$ cat config.mk
export PLATFORM = sky130hd
export DESIGN_NAME = ordered_value_list_engine
export DESIGN_NICKNAME = d
export VERILOG_FILES = /design/src/rtl/olv_pkg.sv /design/src/rtl/olv_ram.sv /design/src/rtl/olv_ctrl.sv /design/src/rtl/ordered_value_list_engine.sv
export SDC_FILE = /design/constraint.sdc
export NUM_CORES = 2
export LEC_CHECK = 0
export BUFFER_PORTS_ARGS = -buffer_cell sky130_fd_sc_hd__buf_2
export CAP_MARGIN = 40
export CORE_MARGIN = 1.5
export CORE_UTILIZATION = 35
export CTS_CLUSTER_DIAMETER = 60
export DETAILED_ROUTE_END_ITERATION = 8
export PLACE_DENSITY_LB_ADDON = 0.2
export REMOVE_ABC_BUFFERS = 1
export SLEW_MARGIN = 25
export SYNTH_ARGS = -nofsm -noshare
export SYNTH_HDL_FRONTEND = slang
export SYNTH_SLANG_ARGS = --single-unit
$ cat constraint.sdc
create_clock -name i_clk -period 7.6 [get_ports i_clk]
set_input_delay 1.14 -clock i_clk [delete_from_list [all_inputs] [get_ports i_clk]]
set_output_delay 1.14 -clock i_clk [all_outputs]
set_load 0.02 [all_outputs]
$ cat src/rtl/olv_pkg.sv
// shared types and constants of the ordered value list engine
package olv_pkg;

    localparam int CAPACITY_DEF = 64;
    localparam int MAX_RESULTS  = 64;
    localparam int VAL_W        = 32;
    localparam int POS_W        = 6;
    localparam int CNT_W        = 7;
    localparam int MATCH_W      = $clog2(MAX_RESULTS + 1);

    typedef enum logic [1:0] {
        ACT_INSERT = 2'd0,
        ACT_SEARCH = 2'd1,
        ACT_UPDATE = 2'd2,
        ACT_DELETE = 2'd3
    } t_action;

    typedef enum logic [1:0] {
        ST_OK       = 2'd0,
        ST_NOTFOUND = 2'd1,
        ST_FULL     = 2'd2,
        ST_EMPTY    = 2'd3
    } t_status;

    typedef enum logic [2:0] {
        S_IDLE,
        S_RD,
        S_CMP,
        S_SH_RD,
        S_SH_WR,
        S_FIN
    } t_state;

    typedef struct packed {
        logic              last;
        logic [CNT_W-1:0]  count;
        logic [POS_W-1:0]  pos;
        t_status           status;
    } t_result;

endpackage

$ cat src/rtl/olv_ram.sv
// generic single write port, single read port ram with registered read
module olv_ram #(
    parameter int WIDTH = 32,
    parameter int DEPTH = 64
) (
    input  logic                     i_clk,
    input  logic                     i_we,
    input  logic [$clog2(DEPTH)-1:0] i_waddr,
    input  logic [WIDTH-1:0]         i_wdata,
    input  logic [$clog2(DEPTH)-1:0] i_raddr,
    output logic [WIDTH-1:0]         o_rdata
);

    logic [WIDTH-1:0] r_mem [DEPTH];
    logic [WIDTH-1:0] r_rdata;

    always_ff @(posedge i_clk) begin
        if (i_we) begin
            r_mem[i_waddr] <= i_wdata;
        end
        r_rdata <= r_mem[i_raddr];
    end

    assign o_rdata = r_rdata;

endmodule

$ cat src/rtl/olv_ctrl.sv
// command sequencer with the shared compare unit, walks the stored entries
module olv_ctrl #(
    parameter int CAPACITY = olv_pkg::CAPACITY_DEF
) (
    input  logic                        i_clk,
    input  logic                        i_rst_n,
    input  logic                        i_valid,
    output logic                        o_ready,
    input  olv_pkg::t_action            i_action,
    input  logic [olv_pkg::VAL_W-1:0]   i_key,
    input  logic [olv_pkg::VAL_W-1:0]   i_repl,
    output logic                        o_res_valid,
    input  logic                        i_res_ready,
    output olv_pkg::t_result            o_res,
    output logic                        o_we,
    output logic [$clog2(CAPACITY)-1:0] o_waddr,
    output logic [olv_pkg::VAL_W-1:0]   o_wdata,
    output logic [$clog2(CAPACITY)-1:0] o_raddr,
    input  logic [olv_pkg::VAL_W-1:0]   i_rdata
);

    localparam int AW = $clog2(CAPACITY);
    localparam int CW = $clog2(CAPACITY + 1);
    localparam int MW = olv_pkg::MATCH_W;
    localparam int PW = olv_pkg::POS_W;
    localparam int NW = olv_pkg::CNT_W;

    olv_pkg::t_state  r_state, n_state;
    olv_pkg::t_action r_act, n_act;
    olv_pkg::t_status r_status, n_status;
    logic [CW-1:0]    r_occ, n_occ;
    logic [AW-1:0]    r_idx, n_idx;
    logic [AW-1:0]    r_pend, n_pend;
    logic [MW-1:0]    r_nmatch, n_nmatch;
    logic [olv_pkg::VAL_W-1:0] r_key, n_key;
    logic [olv_pkg::VAL_W-1:0] r_repl, n_repl;

    logic match;
    logic last_idx;
    logic shift_end;

    assign match     = (i_rdata == r_key);
    assign last_idx  = ((CW'(r_idx) + CW'(1)) == r_occ);
    assign shift_end = ((CW'(r_idx) + CW'(2)) == r_occ);

    always_ff @(posedge i_clk) begin
        if (!i_rst_n) begin
            r_state <= olv_pkg::S_IDLE;
            r_occ   <= '0;
        end else begin
            r_state <= n_state;
            r_occ   <= n_occ;
        end
    end

    always_ff @(posedge i_clk) begin
        r_act    <= n_act;
        r_status <= n_status;
        r_idx    <= n_idx;
        r_pend   <= n_pend;
        r_nmatch <= n_nmatch;
        r_key    <= n_key;
        r_repl   <= n_repl;
    end

    always_comb begin
        n_state  = r_state;
        n_act    = r_act;
        n_status = r_status;
        n_occ    = r_occ;
        n_idx    = r_idx;
        n_pend   = r_pend;
        n_nmatch = r_nmatch;
        n_key    = r_key;
        n_repl   = r_repl;

        o_ready      = 1'b0;
        o_we         = 1'b0;
        o_waddr      = r_idx;
        o_wdata      = i_rdata;
        o_raddr      = r_idx;
        o_res_valid  = 1'b0;
        o_res.status = r_status;
        o_res.pos    = '0;
        o_res.count  = NW'(r_occ);
        o_res.last   = 1'b1;

        case (r_state)
            olv_pkg::S_IDLE: begin
                o_ready = 1'b1;
                if (i_valid) begin
                    n_act    = i_action;
                    n_key    = i_key;
                    n_repl   = i_repl;
                    n_idx    = '0;
                    n_nmatch = '0;
                    if (i_action == olv_pkg::ACT_INSERT) begin
                        n_state = olv_pkg::S_FIN;
                        if (r_occ == CW'(CAPACITY)) begin
                            n_status = olv_pkg::ST_FULL;
                        end else begin
                            o_we     = 1'b1;
                            o_waddr  = r_occ[AW-1:0];
                            o_wdata  = i_key;
                            n_occ    = r_occ + CW'(1);
                            n_status = olv_pkg::ST_OK;
                        end
                    end else if (r_occ == '0) begin
                        n_status = olv_pkg::ST_EMPTY;
                        n_state  = olv_pkg::S_FIN;
                    end else begin
                        n_status = olv_pkg::ST_NOTFOUND;
                        n_state  = olv_pkg::S_RD;
                    end
                end
            end

            olv_pkg::S_RD: begin
                n_state = olv_pkg::S_CMP;
            end

            olv_pkg::S_CMP: begin
                case (r_act)
                    olv_pkg::ACT_SEARCH: begin
                        if (match) begin
                            // an earlier match goes out now, it is not the final one
                            o_res_valid = (r_status == olv_pkg::ST_OK);
                            o_res.pos   = PW'(r_pend);
                            o_res.last  = 1'b0;
                            if (r_status != olv_pkg::ST_OK || i_res_ready) begin
                                n_status = olv_pkg::ST_OK;
                                n_pend   = r_idx;
                                n_nmatch = r_nmatch + MW'(1);
                                if (last_idx
                                    || (r_nmatch + MW'(1)) == MW'(olv_pkg::MAX_RESULTS)) begin
                                    n_state = olv_pkg::S_FIN;
                                end else begin
                                    n_idx   = r_idx + AW'(1);
                                    n_state = olv_pkg::S_RD;
                                end
                            end
                        end else if (last_idx) begin
                            n_state = olv_pkg::S_FIN;
                        end else begin
                            n_idx   = r_idx + AW'(1);
                            n_state = olv_pkg::S_RD;
                        end
                    end
                    olv_pkg::ACT_UPDATE: begin
                        if (match) begin
                            o_we     = 1'b1;
                            o_wdata  = r_repl;
                            n_status = olv_pkg::ST_OK;
                        end
                        if (last_idx) begin
                            n_state = olv_pkg::S_FIN;
                        end else begin
                            n_idx   = r_idx + AW'(1);
                            n_state = olv_pkg::S_RD;
                        end
                    end
                    default: begin
                        if (match) begin
                            n_status = olv_pkg::ST_OK;
                            if (last_idx) begin
                                n_occ   = r_occ - CW'(1);
                                n_state = olv_pkg::S_FIN;
                            end else begin
                                n_state = olv_pkg::S_SH_RD;
                            end
                        end else if (last_idx) begin
                            n_state = olv_pkg::S_FIN;
                        end else begin
                            n_idx   = r_idx + AW'(1);
                            n_state = olv_pkg::S_RD;
                        end
                    end
                endcase
            end

            // close the gap: entry idx+1 moves down to idx
            olv_pkg::S_SH_RD: begin
                o_raddr = r_idx + AW'(1);
                n_state = olv_pkg::S_SH_WR;
            end

            olv_pkg::S_SH_WR: begin
                o_raddr = r_idx + AW'(1);
                o_we    = 1'b1;
                if (shift_end) begin
                    n_occ   = r_occ - CW'(1);
                    n_state = olv_pkg::S_FIN;
                end else begin
                    n_idx   = r_idx + AW'(1);
                    n_state = olv_pkg::S_SH_RD;
                end
            end

            olv_pkg::S_FIN: begin
                o_res_valid = 1'b1;
                if (r_act == olv_pkg::ACT_SEARCH && r_status == olv_pkg::ST_OK) begin
                    o_res.pos = PW'(r_pend);
                end
                if (i_res_ready) begin
                    n_state = olv_pkg::S_IDLE;
                end
            end

            default: begin
                n_state = olv_pkg::S_IDLE;
            end
        endcase
    end

endmodule

$ cat src/rtl/ordered_value_list_engine.sv
// top level of the ordered value list engine: ports, output register, value store
//
// channel   direction  tdata                                    tuser    tlast
// s_axis    in         [31:0] key_value, [63:32] replacement    action   -
// m_axis    out        [1:0] status, [7:2] position,            -        last
//                      [14:8] entry_count
//
// insert, and any command on an empty list: straight to the result state
// search, update: read and compare per stored entry to the scan end, then result
// delete: read, compare per entry to the match, shift read and write per entry
// behind it, then result; the single read port of the value store (registered
// read) and the one comparator set these steps; a later search match waits while
// the output is full; reset clears count, state, output valid, not stored values
module ordered_value_list_engine #(
    parameter int CAPACITY = olv_pkg::CAPACITY_DEF
) (
    input  logic        i_clk,
    input  logic        i_rst_n,
    input  logic        i_s_axis_tvalid,
    output logic        o_s_axis_tready,
    input  logic [63:0] i_s_axis_tdata,   // key_value, replacement_value
    input  logic [1:0]  i_s_axis_tuser,   // action
    output logic        o_m_axis_tvalid,
    input  logic        i_m_axis_tready,
    output logic [15:0] o_m_axis_tdata,   // status, position, entry_count, pad
    output logic        o_m_axis_tlast
);

    localparam int AW = $clog2(CAPACITY);
    localparam int VW = olv_pkg::VAL_W;

    logic             res_valid;
    logic             res_ready;
    olv_pkg::t_result res;
    logic             we;
    logic [AW-1:0]    waddr;
    logic [AW-1:0]    raddr;
    logic [VW-1:0]    wdata;
    logic [VW-1:0]    rdata;

    logic             r_ov;
    olv_pkg::t_result r_out;

    olv_ctrl #(
        .CAPACITY(CAPACITY)
    ) u_ctrl (
        .i_clk       (i_clk),
        .i_rst_n     (i_rst_n),
        .i_valid     (i_s_axis_tvalid),
        .o_ready     (o_s_axis_tready),
        .i_action    (olv_pkg::t_action'(i_s_axis_tuser)),
        .i_key       (i_s_axis_tdata[VW-1:0]),
        .i_repl      (i_s_axis_tdata[2*VW-1:VW]),
        .o_res_valid (res_valid),
        .i_res_ready (res_ready),
        .o_res       (res),
        .o_we        (we),
        .o_waddr     (waddr),
        .o_wdata     (wdata),
        .o_raddr     (raddr),
        .i_rdata     (rdata)
    );

    olv_ram #(
        .WIDTH(VW),
        .DEPTH(CAPACITY)
    ) u_ram (
        .i_clk   (i_clk),
        .i_we    (we),
        .i_waddr (waddr),
        .i_wdata (wdata),
        .i_raddr (raddr),
        .o_rdata (rdata)
    );

    // output register takes a new result when empty or emptied by this transfer
    assign res_ready = !r_ov || i_m_axis_tready;

    always_ff @(posedge i_clk) begin
        if (!i_rst_n) begin
            r_ov <= 1'b0;
        end else if (res_valid && res_ready) begin
            r_ov <= 1'b1;
        end else if (i_m_axis_tready) begin
            r_ov <= 1'b0;
        end
    end

    always_ff @(posedge i_clk) begin
        if (res_valid && res_ready) begin
            r_out <= res;
        end
    end

    assign o_m_axis_tvalid = r_ov;
    assign o_m_axis_tdata  = {1'b0, r_out.count, r_out.pos, r_out.status};
    assign o_m_axis_tlast  = r_out.last;

endmodule

### Word-level counts from Yosys, hierarchy flattened

Memory sizes are Yosys's and may differ from the RTL's. A register that Yosys moved wholly into a read port is not among the register bits.
Index checks and enable logic that the tools add are counted.

* input bits: 70
* memories kept: 1
* RAM bits: 2048
* word-level logic and storage cells: 146
* register bits: 114

* reductions and logical operators: 24
* multiplexer cells: 74
* $add $sub $neg: 6
* eq/ne operators: 27

Memory list
* u_ram.r_mem: words 64, width 32, read ports 1, clocked after Yosys merged registers in 1, write ports 1, line olv_ram.sv:14 `logic [WIDTH-1:0] r_mem [DEPTH];`

Operator list (count)
* 32-bit two-way mux: 5
* 6-bit two-way mux: 15
* 7-bit two-way mux: 11
* 32-bit one-hot mux with 2 select lines: 1
* 3-bit two-way mux: 11
* 32-bit equality test: 1
* 6-bit one-hot mux with 2 select lines: 2
* 7-bit one-hot mux with 3 select lines: 1
* 3-bit one-hot mux with 6 select lines: 1
* 6-bit one-hot mux with 3 select lines: 1
* 2-bit two-way mux: 8
* 7-bit by 1-bit adder with 7-bit output, second input constant: 2
* 7-bit equality test: 2
* 7-bit equality test, second input constant: 2
* 7-bit one-hot mux with 2 select lines: 1
* 1-bit two-way mux: 13
* 2-bit by 1-bit != test with 1-bit output, second input constant: 6
* 4-bit != test, second input constant: 3
* 2-bit != test, second input constant: 5
* 4-bit AND reduction: 2
* 8-bit AND reduction: 1
* 6-bit by 1-bit adder with 7-bit output, second input constant: 1
* 6-bit by 2-bit adder with 7-bit output, second input constant: 1
* 7-bit zero test: 1
* other kinds (24): 34

### Logic depth before layout (Yosys ltp)

* depth in word-level cells: 8
* mapped depth: 15

### Cells and area by module

From an unflattened synthesis, not the netlist that was laid out.

* cells, all modules: 4161
* area, all modules: 85615.9 um2

By module, submodules not included
* olv_ram: cells each 3511, instances 1, area each 79039.6 um2
* olv_ctrl: cells each 627, instances 1, area each 6027.0 um2
* ordered_value_list_engine: cells each 23, instances 1, area each 549.3 um2

### Worst setup path before layout

Ideal clock, no wire load.

* kind: input-to-reg
* start point: input port i_s_axis_tvalid
* end point: memory u_ram.r_mem[0][1], data pin
* arrival: 5506 ps
* stages: 8
* setup slack: 1545 ps
* library setup time: 549 ps
* buffers on the path: 3
* cell sequence: nand2_1 -> inv_1 -> and2_1 -> clkbuf_1 -> clkbuf_1 -> buf_2 -> mux2i_1 -> a21oi_1

* word-level cells in the longest chain between the ends: 2

RTL lines
* start: declaration: line ordered_value_list_engine.sv:19 `input logic i_s_axis_tvalid,`
* 32-bit two-way mux: line olv_ctrl.sv:91 `if (i_valid) begin`
* 32-bit one-hot mux with 2 select lines: line olv_ctrl.sv:88 `case (r_state)`
* via u_ctrl.o_wdata, one bit: line olv_ctrl.sv:17 `output logic [olv_pkg::VAL_W-1:0] o_wdata,`
* end: declaration: line olv_ram.sv:14

The timed path passes the listed nets, and every way through them passes these cells.

### Worst setup path after layout

* start point: register u_ctrl.r_idx[0]
* end point: register u_ram.r_rdata[19] (netlist: u_ram.o_rdata[19]) (read register of u_ram.r_mem)

* word-level cells in the longest chain between the ends: 2

RTL lines
* start: declaration: line olv_ctrl.sv:32 `logic [AW-1:0] r_idx, n_idx;`
* start signal: assignment: line olv_ctrl.sv:59 `r_idx <= n_idx;`
* 6-bit by 1-bit adder with 6-bit output: line olv_ctrl.sv:183, olv_ctrl.sv:188
* 6-bit two-way mux *
* end: declaration: line olv_ram.sv:15 `logic [WIDTH-1:0] r_rdata;`

Mark *: on every way between the ends. The rest lies on a longest branch, timed or not.
A chain may end at the register's enable or synchronous reset.

==> results.ini <==
[placement]
dpl.hpwl_mm=174.4
gp_congestion=0.8599
dp_cells=8746
port_buffers=87
post-place-ws_ps=2438

[final_layout]
layoutNonFillerInstCount=9193
seq_area_sq_um=65450
num-fill-cells=21903
synthToLayoutAreaGrowth_pct=16.51
final_common_cell=edfxtp_1
multi_input_area_sq_um=20000
mostFrequentLayoutCells=edfxtp_1 (2151), nand2_1 (1053), nand3_1 (494), clkbuf_16 (230), buf_4 (169)
drive_gt1_share_pct=16.29
fin_nets=5872

[min_path]
min_path_type=in -> reg

[synthesis]
synth_flop_cell=edfxtp_1
yosysSeqAreaShare_pct=75.97
synthesis.area_sq_um=86160
synth_area_per_cell_sq_um=15.49
syn_inst=5562
synthArstFlopShare_pct=0
ys_ff_latch=2194
synth_edf_count=2151
synth_warnings=0
ys_types=89

[timing]
drv_slew=0
worstMarginPinSlew_ps=1130
finalSetupTns_ps=0
min_period_over_period_pct=70.86
max_clock_freq_ghz=0.1857
fin_ws_ps=2215
rsz0062_at_grt=false
finClkSkew_ps=66.52
whs_ps=437.6
setup_viol=0
fin_crit_ps=5385
hold_viol_final=0
relSlewSlack_pct=24.69

[critical_path]
cp.required_ps=8350
crit_top_cell=buf_12
slowest_delay_ps=750
critical_path_class=reg -> reg
critPathArrivalTime_ps=6140
crit_fanout=111
end_kind=flip-flop
crit_path_start_kind=flip-flop
cp_slowest_cell=a311oi_4
cp_cell_sequence=ha_1 > and4bb_1 > a311oi_4 > buf_4 > nand2_8 > buf_12 > buf_12 > a211oi_1 > a311oi_1 > o21ai_0 > nand3_1 > or4_1

[global_route]
track_usage_pct=21.80
grt_max_degree=181
first_global_vias=48954
grt-ovfl-total=0
grt_pass1_wl_mm=388.6
antenna_found_initial=25

[clock_network]
cts_tree=yes
htree_levels=4
cts.sinks=2194
cts_hold_buf=0
clk_latency_ps=880
post_cts_buffers=0
numCtsBuffers=228
clockRootBuffer=clkbuf_16
post_cts_resized=0
clkSlewWorstSetupHoldPaths_ps=60
cts.path.max_buffers=3

[drt]
drc=0
num_vias=51635
avgViaCountPerCell=5.617
drtIter0Drc=6842
wl_per_cell_um=30.13
ant_nets=0
first_pass_iters=5
routed_wl_mm=277.0

[floorplanning]
die-area_sq_um=249200
initial_core_util_pct=35.33
io_pins=89
die_w_um=499.2
die_height_um=499.2
core_area_sq_um=243900
fp-row-count=181

[power_and_ir_drop]
max-vdd-ir-drop_mv=0.3344
p_leak_nw=32.63
total_power_mw=43.16
p_per_area_nw_per_um2=430.0

[status]
status=complete, no violations

[flow_run]
drv_cap=0

## cell usage after synthesis (all sizes together), types with 7 or more instances
cell type,number,area (sq um)
edfxtp,2151,64590
a31oi,46,287.8
and2,17,108.9
o211ai,27,202.7
a2111oi,7,67.56
clkbuf,107,401.6
mux2i,146,1461
nand4,80,500.5
ha,10,125.1
a221o,21,210.2
a22oi,73,548.0
nand3,495,2482
nor2b,7,43.79
dfxtp,43,860.8
and3,46,287.8
a32oi,55,481.7
buf,235,1359
a21oi,199,999.7
o21ai,82,410.4
a311oi,7,67.56
nand2,1057,3988
o31ai,20,150.1
mux4,146,3288
nor3,25,150.1
a221oi,35,337.8
and4,10,87.58
o22ai,7,50.05
a211oi,45,337.8
nor2,164,633.1
o311ai,10,87.58
inv,11,41.29
xor2,9,78.83
or3,27,168.9
xnor2,47,411.6
## critical path, delay by kind of cell (launching register included)
kind	cells	cell delay, ps
AO/OA/AOI/OAI	4	1660
buffers and inverters	3	960
adder cells (fa/ha/maj)	1	480
flip-flops	1	640
AND/OR/NAND/NOR	4	1360
## logic make-up (layout without fill, tap and decap cells)
family / Yosys count / count (layout) / share of synthesized area (%)
AOI/OAI and AO/OA: 685 / 685 / 5.454
xor gates and xnor gates: 56 / 56 / 0.5693
adders and majority gates: 11 / 11 / 0.1685
buffers and inverters: 353 / 781 / 2.091
DFF: 2194 / 2194 / 75.97
muxes: 298 / 298 / 5.591
other: 1 / 2 / 0.004352
and+or+nand+nor: 1964 / 1964 / 10.16
## metal layers
| layer | vias to the layer above | track usage [%] | share of wire, % |
|---|---|---|---|
| met5 | - | 0 | 0.020 |
| met1 | 27113 | 31.92 | 44 |
| met2 | 2267 | 33.79 | 46 |
| met4 | 8 | 4.165 | 1.7 |
| li1 | 21944 | - | - |
| met3 | 303 | 4.247 | 8.3 |
## path summary, 6_finish.rpt
check / slack [ps] / to / from / cells past startpoint
setup / recovery: 2210 / u_ram.o_rdata[19] / u_ctrl.r_idx[0] / 12
hold / removal: 440 / u_ctrl.r_repl[14] / i_s_axis_tdata[46] / 1
setup reg to reg: 2210 / u_ram.o_rdata[19] / u_ctrl.r_idx[0] / 12
hold reg to reg: 550 / o_m_axis_tdata[0] / u_ctrl.r_status[0] / 0
## per-stage QoR
step	cell area [sq um]	util [%]
floorplan	84400	-
global placement	91410	37.48
detailed placement	92690	38.00
CTS	100000	41.01
global route	100400	41.16
finish	100400	41.16
## area by class of cell
cell class                 count  area share [%]
tap                         3202           3.991
clock inverter               132           1.245
inverter                      11         0.04238
multi-input combinational   3015           19.92
sequential                  2194           65.20
clock buffer                 297           6.064
timing repair buffer         341           3.532
antenna                        1        0.002493
## sequential cells by signal, summed over array words and instances, names as in the netlist, 3 cells and up
register / count
u_ctrl.r_idx: 6
u_ram.o_rdata: 32
u_ctrl.r_occ: 7
u_ctrl.r_repl: 32
u_ram.r_mem: 2048
u_ctrl.r_pend: 6
o_m_axis_tdata: 15
u_ctrl.r_key: 32
u_ctrl.r_nmatch: 7
u_ctrl.r_state: 3
## where the power goes
group	internal [mW]	total [mW]	switching (mW)
sequential	15.5	16.1	0.565
combinational	4.45	16.1	11.7
clock	6.17	11.0	4.81
total	26.1	43.2	17.0
No activity file was read; power rests on OpenSTA's default activity.
